File: src/rtl/gsct_pkg.sv
// Shared widths and limits of the grid segment cell traversal block.
package gsct_pkg;

  localparam int unsigned MAX_CELLS = 64;

  localparam int unsigned COORD_W = 18;
  localparam int unsigned FRAC_W  = 8;
  localparam int unsigned CELL_W  = COORD_W - FRAC_W;
  localparam int unsigned SPAN_W  = COORD_W;
  localparam int unsigned FRACP_W = FRAC_W + 1;
  localparam int unsigned PROD_W  = FRACP_W + SPAN_W;
  localparam int unsigned ERR_W   = PROD_W + 2;
  localparam int unsigned TOTAL_W = CELL_W + 2;
  localparam int unsigned CNT_W   = $clog2(MAX_CELLS + 1);

  localparam int unsigned S_TDATA_W = ((4 * COORD_W + 7) / 8) * 8;
  localparam int unsigned M_TDATA_W = ((2 * CELL_W + 7) / 8) * 8;

  // Magnitude bound of the error term: one span times one whole cell.
  localparam logic signed [ERR_W-1:0] ERR_LIM = ERR_W'(1) <<< (SPAN_W + FRAC_W);

endpackage

File: src/rtl/grid_segment_cell_traversal.sv
// Top level of the grid segment cell traversal block.
//
// The slave stream takes one segment per transaction: start and end points in
// cell units, signed fixed point with eight fraction bits. The master stream
// returns one transaction per grid cell that the segment crosses, in order
// from the start cell, with tlast on the final cell of the segment and tuser
// set on every cell of a segment whose run was cut at MAX_CELLS cells.
// A segment is taken only while the sequencer is idle. Set-up then runs
// through S_PREP, S_MULX, S_MULY and S_SEED: span and cell count, then two
// passes through the one shared multiplier and a final pass through the
// shared add/subtract unit, which seed the error term. After that one cell
// is produced per cycle while the output register is free to take it, each
// step again using the shared adder. The output register lets a new
// segment be accepted while the final cell of the previous one still waits
// to be taken.
// When the receiver holds tready low, the stepping simply pauses with the
// current cell held in the output register; nothing is lost or repeated.
// Reset returns the sequencer to idle and empties the output register; no
// state is carried from one segment to the next.
module grid_segment_cell_traversal (
  input  logic                             clk_i,
  input  logic                             rst_ni,
  input  logic                             s_axis_tvalid,
  output logic                             s_axis_tready,
  // start_x [17:0], start_y [35:18], end_x [53:36], end_y [71:54]
  input  logic [gsct_pkg::S_TDATA_W-1:0]   s_axis_tdata,
  output logic                             m_axis_tvalid,
  input  logic                             m_axis_tready,
  // cell_x [9:0], cell_y [19:10], zero fill above
  output logic [gsct_pkg::M_TDATA_W-1:0]   m_axis_tdata,
  output logic                             m_axis_tlast,
  // truncated [0]
  output logic                             m_axis_tuser
);
  import gsct_pkg::*;

  // Sequencer codes.
  localparam logic [2:0] S_IDLE = 3'd0;
  localparam logic [2:0] S_PREP = 3'd1;
  localparam logic [2:0] S_MULX = 3'd2;
  localparam logic [2:0] S_MULY = 3'd3;
  localparam logic [2:0] S_SEED = 3'd4;
  localparam logic [2:0] S_RUN  = 3'd5;

  logic [2:0] state_q, state_d;

  // Captured segment.
  logic signed [COORD_W-1:0] x0_q, y0_q, x1_q, y1_q;

  // Set-up results.
  logic [SPAN_W-1:0]  dx_q, dy_q;
  logic               xpos_q, ypos_q;
  logic [FRACP_W-1:0] fxp_q, fyp_q;
  logic [CELL_W-1:0]  cx_q, cy_q;
  logic [CNT_W-1:0]   rem_q;
  logic               trunc_q;

  // Shared multiplier and add/subtract unit.
  logic [FRACP_W-1:0]        mul_a;
  logic [SPAN_W-1:0]         mul_b;
  logic [PROD_W-1:0]         mul_p;
  logic [PROD_W-1:0]         prod_q;
  logic [ERR_W-1:0]          add_op;
  logic                      add_sub;
  logic signed [ERR_W-1:0]   err_q, err_d;

  // Output register.
  logic              m_tvalid_q;
  logic [CELL_W-1:0] ocx_q, ocy_q;
  logic              olast_q, otrunc_q;

  // Set-up arithmetic, evaluated in the preparation cycle.
  logic                       xgt, ygt;
  logic [COORD_W:0]           dx_fwd, dx_rev, dy_fwd, dy_rev;
  logic [CELL_W-1:0]          c0x, c1x, c0y, c1y;
  logic [CELL_W:0]            spanx, spany;
  logic [TOTAL_W-1:0]         total;
  logic                       trunc_c;
  logic [FRAC_W-1:0]          frx, fry;

  logic dx_zero, dy_zero, step_y, out_free, load;

  assign xgt    = x1_q > x0_q;
  assign ygt    = y1_q > y0_q;
  assign dx_fwd = {x1_q[COORD_W-1], x1_q} - {x0_q[COORD_W-1], x0_q};
  assign dx_rev = {x0_q[COORD_W-1], x0_q} - {x1_q[COORD_W-1], x1_q};
  assign dy_fwd = {y1_q[COORD_W-1], y1_q} - {y0_q[COORD_W-1], y0_q};
  assign dy_rev = {y0_q[COORD_W-1], y0_q} - {y1_q[COORD_W-1], y1_q};

  // The integer part of a coordinate is its floor, i.e. the upper bits.
  assign c0x = x0_q[COORD_W-1:FRAC_W];
  assign c1x = x1_q[COORD_W-1:FRAC_W];
  assign c0y = y0_q[COORD_W-1:FRAC_W];
  assign c1y = y1_q[COORD_W-1:FRAC_W];
  assign frx = x0_q[FRAC_W-1:0];
  assign fry = y0_q[FRAC_W-1:0];

  assign spanx = xgt ? ({c1x[CELL_W-1], c1x} - {c0x[CELL_W-1], c0x})
                     : ({c0x[CELL_W-1], c0x} - {c1x[CELL_W-1], c1x});
  assign spany = ygt ? ({c1y[CELL_W-1], c1y} - {c0y[CELL_W-1], c0y})
                     : ({c0y[CELL_W-1], c0y} - {c1y[CELL_W-1], c1y});
  assign total   = TOTAL_W'(1) + {1'b0, spanx} + {1'b0, spany};
  assign trunc_c = total > TOTAL_W'(MAX_CELLS);

  // The multiplier serves both halves of the error seed.
  always_comb begin
    if (state_q == S_MULX) begin
      mul_a = fxp_q;
      mul_b = dy_q;
    end else begin
      mul_a = fyp_q;
      mul_b = dx_q;
    end
  end
  assign mul_p = PROD_W'(mul_a) * PROD_W'(mul_b);

  assign dx_zero = dx_q == '0;
  assign dy_zero = dy_q == '0;

  // A vertical segment steps only in y, a horizontal one only in x; otherwise
  // a positive error term asks for a y step and a tie goes to x.
  always_comb begin
    if (dx_zero && !dy_zero) begin
      step_y = 1'b1;
    end else if (dy_zero) begin
      step_y = 1'b0;
    end else begin
      step_y = err_q > 0;
    end
  end

  assign out_free = !m_tvalid_q || m_axis_tready;
  assign load     = (state_q == S_RUN) && out_free;

  // The add/subtract unit.
  always_comb begin
    add_op  = '0;
    add_sub = 1'b0;
    unique case (state_q)
      S_MULY: begin
        add_op = ERR_W'(prod_q);
      end
      S_SEED: begin
        add_op  = ERR_W'(prod_q);
        add_sub = 1'b1;
      end
      S_RUN: begin
        if (load && !dx_zero && !dy_zero) begin
          if (step_y) begin
            add_op  = ERR_W'({dx_q, {FRAC_W{1'b0}}});
            add_sub = 1'b1;
          end else begin
            add_op = ERR_W'({dy_q, {FRAC_W{1'b0}}});
          end
        end
      end
      default: begin
        add_op = '0;
      end
    endcase
    err_d = add_sub ? err_q - $signed(add_op) : err_q + $signed(add_op);
  end

  always_comb begin
    state_d = state_q;
    unique case (state_q)
      S_IDLE: if (s_axis_tvalid) state_d = S_PREP;
      S_PREP: state_d = S_MULX;
      S_MULX: state_d = S_MULY;
      S_MULY: state_d = S_SEED;
      S_SEED: state_d = S_RUN;
      S_RUN:  if (load && rem_q == CNT_W'(1)) state_d = S_IDLE;
      default: state_d = S_IDLE;
    endcase
  end

  assign s_axis_tready = state_q == S_IDLE;

  always_ff @(posedge clk_i or negedge rst_ni) begin
    if (!rst_ni) begin
      state_q    <= S_IDLE;
      m_tvalid_q <= 1'b0;
      rem_q      <= '0;
      err_q      <= '0;
    end else begin
      state_q <= state_d;
      if (load) begin
        m_tvalid_q <= 1'b1;
      end else if (m_axis_tready) begin
        m_tvalid_q <= 1'b0;
      end
      if (state_q == S_PREP) begin
        rem_q <= trunc_c ? CNT_W'(MAX_CELLS) : total[CNT_W-1:0];
        err_q <= '0;
      end else begin
        if (load) begin
          rem_q <= rem_q - CNT_W'(1);
        end
        err_q <= err_d;
      end
    end
  end

  // Payload registers.
  always_ff @(posedge clk_i) begin
    if (s_axis_tvalid && s_axis_tready) begin
      x0_q <= s_axis_tdata[COORD_W-1:0];
      y0_q <= s_axis_tdata[2*COORD_W-1:COORD_W];
      x1_q <= s_axis_tdata[3*COORD_W-1:2*COORD_W];
      y1_q <= s_axis_tdata[4*COORD_W-1:3*COORD_W];
    end
    if (state_q == S_PREP) begin
      dx_q    <= xgt ? dx_fwd[SPAN_W-1:0] : dx_rev[SPAN_W-1:0];
      dy_q    <= ygt ? dy_fwd[SPAN_W-1:0] : dy_rev[SPAN_W-1:0];
      xpos_q  <= xgt;
      ypos_q  <= ygt;
      fxp_q   <= xgt ? FRACP_W'(1 << FRAC_W) - {1'b0, frx} : {1'b0, frx};
      fyp_q   <= ygt ? FRACP_W'(1 << FRAC_W) - {1'b0, fry} : {1'b0, fry};
      cx_q    <= c0x;
      cy_q    <= c0y;
      trunc_q <= trunc_c;
    end
    if (state_q == S_MULX || state_q == S_MULY) begin
      prod_q <= mul_p;
    end
    if (load) begin
      ocx_q    <= cx_q;
      ocy_q    <= cy_q;
      olast_q  <= rem_q == CNT_W'(1);
      otrunc_q <= trunc_q;
      if (step_y) begin
        cy_q <= ypos_q ? cy_q + CELL_W'(1) : cy_q - CELL_W'(1);
      end else begin
        cx_q <= xpos_q ? cx_q + CELL_W'(1) : cx_q - CELL_W'(1);
      end
    end
  end

  assign m_axis_tvalid = m_tvalid_q;
  assign m_axis_tdata  = M_TDATA_W'({ocy_q, ocx_q});
  assign m_axis_tlast  = olast_q;
  assign m_axis_tuser  = otrunc_q;

  // The run never stands on an empty cell count.
  a_run_count : assert property (@(posedge clk_i) disable iff (!rst_ni)
    state_q == S_RUN |-> rem_q != '0)
    else $error("cell stepping with no cells left");

  // The error term stays within one span of a whole cell while stepping.
  a_err_bound : assert property (@(posedge clk_i) disable iff (!rst_ni)
    state_q == S_RUN |-> (err_q <= ERR_LIM && err_q >= -ERR_LIM))
    else $error("error term out of range");

  // Loading the final cell ends the run and frees the input side.
  a_last_ends : assert property (@(posedge clk_i) disable iff (!rst_ni)
    (load && rem_q == CNT_W'(1)) |=> (state_q == S_IDLE && m_axis_tlast))
    else $error("final cell did not end the run");

  // A vertical segment never moves in x.
  a_vertical : assert property (@(posedge clk_i) disable iff (!rst_ni)
    (load && dx_zero && !dy_zero) |=> $stable(cx_q))
    else $error("x moved on a vertical segment");

endmodule

File: config.mk
export PLATFORM = sky130hd
export DESIGN_NAME = grid_segment_cell_traversal
export DESIGN_NICKNAME = d
export VERILOG_FILES = /design/src/rtl/gsct_pkg.sv /design/src/rtl/grid_segment_cell_traversal.sv
export SDC_FILE = /design/constraint.sdc
export NUM_CORES = 1
export LEC_CHECK = 0
export BUFFER_PORTS_ARGS = -buffer_cell sky130_fd_sc_hd__buf_2
export CORE_MARGIN = 1.5
export CORE_UTILIZATION = 57
export CTS_BUF_LIST = sky130_fd_sc_hd__clkbuf_16
export DETAILED_ROUTE_END_ITERATION = 10
export GPL_ROUTABILITY_DRIVEN = 0
export GPL_TIMING_DRIVEN = 1
export MAX_ROUTING_LAYER = met4
export PLACE_DENSITY = 0.77
export SYNTH_ARGS = -nofsm -noshare
export SYNTH_HDL_FRONTEND = slang
export SYNTH_SLANG_ARGS = --single-unit
File: constraint.sdc
create_clock -name clk_i -period 5.8 [get_ports clk_i]
set_clock_uncertainty 0.2 [all_clocks]
set_input_delay 0.29 -clock clk_i [delete_from_list [all_inputs] [get_ports clk_i]]
set_output_delay 0.29 -clock clk_i [all_outputs]
set_load 0.1 [all_outputs]
==> results of run 1 <==
worst paths after layout:
path	startpoint	end	cells after the start
setup / recovery	state_q[0]	prod_q[24]	23
hold / removal	rst_ni	err_q[7]	2
setup reg to reg	state_q[0]	prod_q[24]	23
hold reg to reg	trunc_q	m_axis_tuser	0
max in group asynchronous	rst_ni	err_q[25]	2
min in group clk_i	s_axis_tdata[15]	x0_q[15]	2
stage by stage:
| stage | area (um^2) | TNS [ns] | util (%) | std cells | setup slack (ns) |
|---|---|---|---|---|---|
| after floorplan | 20980 | 0 | - | 2204 | 0.001057 |
| after global placement | 22650 | -0.1940 | 63.21 | 2815 | -0.08817 |
| after detailed placement | 22650 | -1.133 | 63.21 | 2815 | -0.2435 |
| after CTS | 25010 | -0.001924 | 69.81 | 2963 | -0.001924 |
| after global routing | 25310 | -2.181 | 70.64 | 2979 | -0.4191 |
| final | 25310 | -0.9618 | 70.64 | 2979 | -0.2049 |
area by class of cell:
type	instances	area, um^2
multi-input combinational	1657	13510
timing repair buffer	332	2625
tap	461	576.8
fill	2357	10520
inverter	238	907.1
sequential	238	6746
clock inverter	24	244.0
antenna	1	2.502
clock buffer	28	700.7
metal layers:
layer / up-vias / part of all wire, % / global-route usage [%]
met2: 1084 / 48 / 53.50
met3: 325 / 9.1 / 6.229
met5: - / 0 / -
met4: 0 / 6.2 / 16.58
li1: 8240 / - / -
met1: 8749 / 37 / 38.69
cell usage after synthesis (all sizes together) (19+ instances only):
| master | n |
|---|---|
| mux2 | 26 |
| xor2 | 43 |
| inv | 237 |
| dfrtp | 40 |
| o21ai | 112 |
| nor2b | 24 |
| a31oi | 20 |
| edfxtp | 178 |
| ha | 183 |
| o31ai | 20 |
| mux2i | 55 |
| nand2 | 252 |
| and2 | 20 |
| dfxtp | 20 |
| a21o | 56 |
| nor4 | 23 |
| nand3 | 25 |
| a21oi | 127 |
| nand4 | 21 |
| nor2 | 173 |
| fa | 125 |
| nor3 | 41 |
| xnor2 | 97 |
| a211oi | 19 |
| buf | 36 |
| clkbuf | 35 |
cell families (layout without fill, tap and decap cells):
logic type      after synthesis  in the layout  share of synthesized area, %
simple gates                655            655                         14.53
flops                       238            238                         32.27
mux                          81             81                         4.034
other cells                   1              5                       0.01794
buf+inv                     309            622                         5.860
compound gates              468            468                         14.38
xor+xnor                    141            141                         5.974
fa+ha+maj                   308            308                         22.92
sequential cells by signal (all words and copies together) (netlist names), 18 cells and up:
signal,flops
dx_q,18
dy_q,18
err_q,29
prod_q,27
x0_q,18
x1_q,18
y0_q,18
y1_q,18
critical path: cells and delay by family (launching register included):
family | cells | cell delay (ns)
AO/OA/AOI/OAI | 6 | 1.11
XOR/XNOR | 1 | 0.09
adder cells (fa/ha/maj) | 5 | 2.20
buffers and inverters | 6 | 0.80
flip-flops | 1 | 0.42
multiplexers | 1 | 0.34
AND/OR/NAND/NOR | 4 | 0.58
repair_timing:
action,4_1_cts,5_1_grt
gates resized for setup,104,41
setup endpoints to repair,8,24
gates cloned,6,0
hold endpoints to repair,114,0
hold buffers,75,0
setup buffers,15,16
pin swaps,54,30
==> results.cfg, run 1 <==
[sta]
finalHoldViolations = 0
worst_slack_ns = -0.2049
worst_pin_slew_ns = 1.099
rsz0062_at_grt = true
finalCritPeriodShare_pct = 103.5
slew-limit-headroom_pct = 26.49
timing.fmax_mhz = 166.5
finalSetupViolCount = 7
maxSlewViolCount = 0
hold_ws_ns = 0.2071
min_period_ns = 6.005

[clocking]
cts_tree = yes
cts_sinks = 238
path_clk_slew_ns = 0.06
worstSkewPairLatency_ns = 0.58
cts_buffers = 28
root_buffer = clkbuf_16
cts_buffer_depth = 3
htreeDepth = 1

[worst_setup_path]
critPathLaunchType = register
critPathMaxStageDelay_ns = 0.51
cp_cell_sequence = nor3b_4 -> buf_6 -> buf_16 -> mux2_4 -> buf_8 -> buf_4 -> buf_4 -> nand2_1 -> fa_1 -> inv_2 -> fa_1 -> fa_1 -> fa_1 -> ha_4 -> nand4_1 -> a211oi_2 -> nor2_1 -> a21oi_2 -> a41oi_2 -> a21oi_2 -> a21oi_1 -> o21bai_1 -> xor2_1
crit_path_max_fanout = 6
cp-end-kind = register
required_ns = 5.91
arrival_ns = 6.11
cpMostUsedCell = fa_1
slowest_stage = fa_1
worstSetupPathType = reg -> reg
r2r_setup_slack_ns = -0.20

[cells_and_area]
fin_nets = 2879
final_common_cell = nand2_1
area_growth_pct = 21.08
drive_gt1_share_pct = 17.08
layout_common_cells = nand2_1 (243), inv_1 (234), edfxtp_1 (178)

[detailed_routing]
viasPerCell = 6.176
drtIter0Drc = 1601
wl_per_cell_um = 20.61
vias = 18398
routed_wl_mm = 61.40
ant_nets = 0
drcViolationCount = 0
drt_first_pass_iters = 6

[global_routing]
grt_max_degree = 73
grt_pass1_vias = 18497
grt_pass1_wl_mm = 95.62
grtUsageTotal_pct = 32.73
antenna_found_initial = 1
gr-total-overflow = 0

[job]
cap_violations = 0

[synthesis]
synth_area_mm2 = 0.02090
synth_area_leaders = edfxtp_1 (26%), fa_1 (12%), ha_1 (11%)
avgSynthCellArea_um2 = 9.497
ys_seq_elements = 238
async_flop_share_pct = 16.81
synth_top_area_share_pct = 25.57
yosysTopAreaCell = edfxtp_1
yosysWarningCount = 0
ys_types = 89
synth_flop_cell = edfxtp_1
ys_seq_area_share_pct = 32.27
synth_edf_count = 178
syn_inst = 2201

[die]
fp.dieW_um = 194.5
die_y_um = 194.5
start_util_pct = 58.34
die_area_mm2 = 0.03783
core_area_mm2 = 0.03583
rows = 69
io_pins = 104

[min_path]
hold_class = in -> async

[status]
violations = setup timing
outcome = finished with violations

[place]
port_buffers = 99
hpwlAfterDp_mm = 43.81
Power of run 1 is not shown: default switching activity piles up to over one toggle a cycle in this logic, so the estimate is an artifact.
==> run 2: changes to the inputs <==
--- a/config.mk
+++ b/config.mk
@@ -7,13 +7,13 @@
 export LEC_CHECK = 0
 export BUFFER_PORTS_ARGS = -buffer_cell sky130_fd_sc_hd__buf_2
 export CORE_MARGIN = 1.5
-export CORE_UTILIZATION = 57
-export CTS_BUF_LIST = sky130_fd_sc_hd__clkbuf_16
+export CORE_UTILIZATION = 59
+export CTS_BUF_LIST = sky130_fd_sc_hd__clkbuf_8
 export DETAILED_ROUTE_END_ITERATION = 10
 export GPL_ROUTABILITY_DRIVEN = 0
 export GPL_TIMING_DRIVEN = 1
 export MAX_ROUTING_LAYER = met4
-export PLACE_DENSITY = 0.77
+export PLACE_DENSITY = 0.79
 export SYNTH_ARGS = -nofsm -noshare
 export SYNTH_HDL_FRONTEND = slang
 export SYNTH_SLANG_ARGS = --single-unit
==> run 2 against run 1 <==
Compared with the run above:
- the run still ends with setup timing left
- global-route usage grew 0.88 points
- critical path depth shrank 3
- cell area is 2.1% lower
- utilization is 0.71 points higher
- sequential share of layout area rose by 0.58 points
- worst hold slack worse by 0.040 ns
- via count down 0.88%
- die area is 3.3% lower
- highest routed layer unchanged
==> results.cfg, run 2 (synthesized netlist as in run 1, its figures left out) <==
[clocking]
worstSkewPairLatency_ns = 0.62
cts_sinks = 238
path_clk_slew_ns = 0.07
root_buffer = clkbuf_8
htreeDepth = 2
cts_tree = yes
cts_buffers = 42
cts_buffer_depth = 3

[sta]
slew-limit-headroom_pct = 23.60
worst_slack_ns = -0.1577
timing.fmax_mhz = 167.9
finalHoldViolations = 0
min_period_ns = 5.958
rsz0062_at_grt = true
finalCritPeriodShare_pct = 102.7
worst_pin_slew_ns = 1.142
maxSlewViolCount = 0
finalSetupViolCount = 4

[detailed_routing]
vias = 18237
wl_per_cell_um = 19.90
drcViolationCount = 0
viasPerCell = 6.122
drt_first_pass_iters = 8
drtIter0Drc = 1685
routed_wl_mm = 59.29
ant_nets = 0

[worst_setup_path]
cpMostUsedCell = fa_1
critPathLaunchType = register
cp_cell_sequence = nor3b_4 -> buf_4 -> buf_12 -> buf_6 -> mux2_2 -> nand2_1 -> fa_1 -> inv_1 -> fa_1 -> fa_1 -> fa_1 -> ha_1 -> a211oi_2 -> a211oi_1 -> a221oi_1 -> buf_4 -> a21oi_2 -> a211o_1 -> a21oi_2 -> xnor2_1
crit_path_max_fanout = 9
worstSetupPathType = reg -> reg
cp-end-kind = register
critPathMaxStageDelay_ns = 0.56
slowest_stage = fa_1
arrival_ns = 6.11
required_ns = 5.95

[global_routing]
grtUsageTotal_pct = 33.61
grt_max_degree = 73
grt_pass1_vias = 18289
gr-total-overflow = 0
antenna_found_initial = 0
grt_pass1_wl_mm = 93.19

[die]
core_area_mm2 = 0.03471
start_util_pct = 60.22
io_pins = 104
die_area_mm2 = 0.03657
fp.dieW_um = 191.2
die_y_um = 191.2
rows = 68

[cells_and_area]
biggestRegsByFlops = err_q x29, prod_q x27
regArea_mm2 = 0.006746
final_common_cell = nand2_1
fin_cells = 2979
drive_gt1_share_pct = 16.16
largest_register_ffs = 29
num_antenna_cells = 0
area_growth_pct = 18.49
layout_common_cells = nand2_1 (249), inv_1 (246), edfxtp_1 (178)
multi_input_area_mm2 = 0.01335
regMostFlops = err_q
final_core_util_pct = 71.35
fillCellCount = 2470
fin_nets = 2875

[status]
violations = setup timing
outcome = finished with violations

[place]
post-place-ws_ns = -0.2911
hpwlAfterDp_mm = 43.24
port_buffers = 99
place_inst = 2807

[job]
cap_violations = 0

[min_path]
hold_class = in -> reg
## run 2: changes by cell type in the layout (fill, tap and decap cells not counted), moves of 4 or more
cell       previous run  this run
mux2_2                8        17
clkbuf_16            28         0
buf_4               135       128
clkbuf_8              0        46
mux2_4               18         9
fa_1                118       123
nand2_1             243       249
buf_6                12         8
inv_1               234       246
fa_2                  7         2
inv_2                 9         3
## run 2: area by class of cell
type                       instances  area share [%]
clock inverter                    31          0.7628
inverter                         238           3.662
tap                              455           2.298
clock buffer                      46           2.556
timing repair buffer             314           9.588
sequential                       238           27.24
multi-input combinational       1657           53.89
## run 2: metal layers
layer,GRT usage [%],wire [um],vias to the layer above
li1,-,-,8214
met1,39.50,22200,8638
met2,54.74,28280,1082
met3,7.288,5514,303
met4,16.53,3292,0
met5,-,0,-
## run 2: final timing paths
check,from,to,slack [ns],cells past startpoint
worst max register to register,state_q[0],prod_q[25],-0.16,20
worst max-delay path,state_q[0],prod_q[25],-0.16,20
min in group asynchronous,rst_ni,err_q[11],0.18,2
worst min register to register,trunc_q,m_axis_tuser,0.24,0
worst min-delay path,s_axis_tdata[57],y1_q[3],0.17,2
max in group asynchronous,rst_ni,err_q[20],4.62,2
## run 2: through the flow
| step | hold slack (ns) | cell area [um^2] | setup TNS (ns) |
|---|---|---|---|
| final | 0.1674 | 24770 | -0.4444 |
| after global routing | 0.1534 | 24770 | -1.938 |
| after CTS | 0.1455 | 24580 | -0.1309 |
| after detailed placement | 0.2238 | 22620 | -1.222 |
| after global placement | 0.2218 | 22620 | -0.4160 |
| after floorplan | -0.2056 | 20980 | 0 |
## run 2: worst max-delay path, delay by kind of cell, from the launching register on
kind / cells / cell delay, ns
and+or+nand+nor: 2 / 0.36
muxes: 1 / 0.27
xor gates and xnor gates: 1 / 0.09
DFF: 1 / 0.41
adders and majority gates: 5 / 2.51
AOI/OAI and AO/OA: 6 / 1.17
buffers and inverters: 5 / 0.70
## run 2: timing repair
action | 4_1_cts | 5_1_grt
setup endpoints to repair | 9 | 28
setup buffers | 11 | 8
hold buffers | 75 | 0
resized for setup | 61 | 28
pin swaps | 39 | 10
endpoints found under the hold margin | 114 | 0
cloned | 1 | 0
Power of run 2 is left out for the same reason.
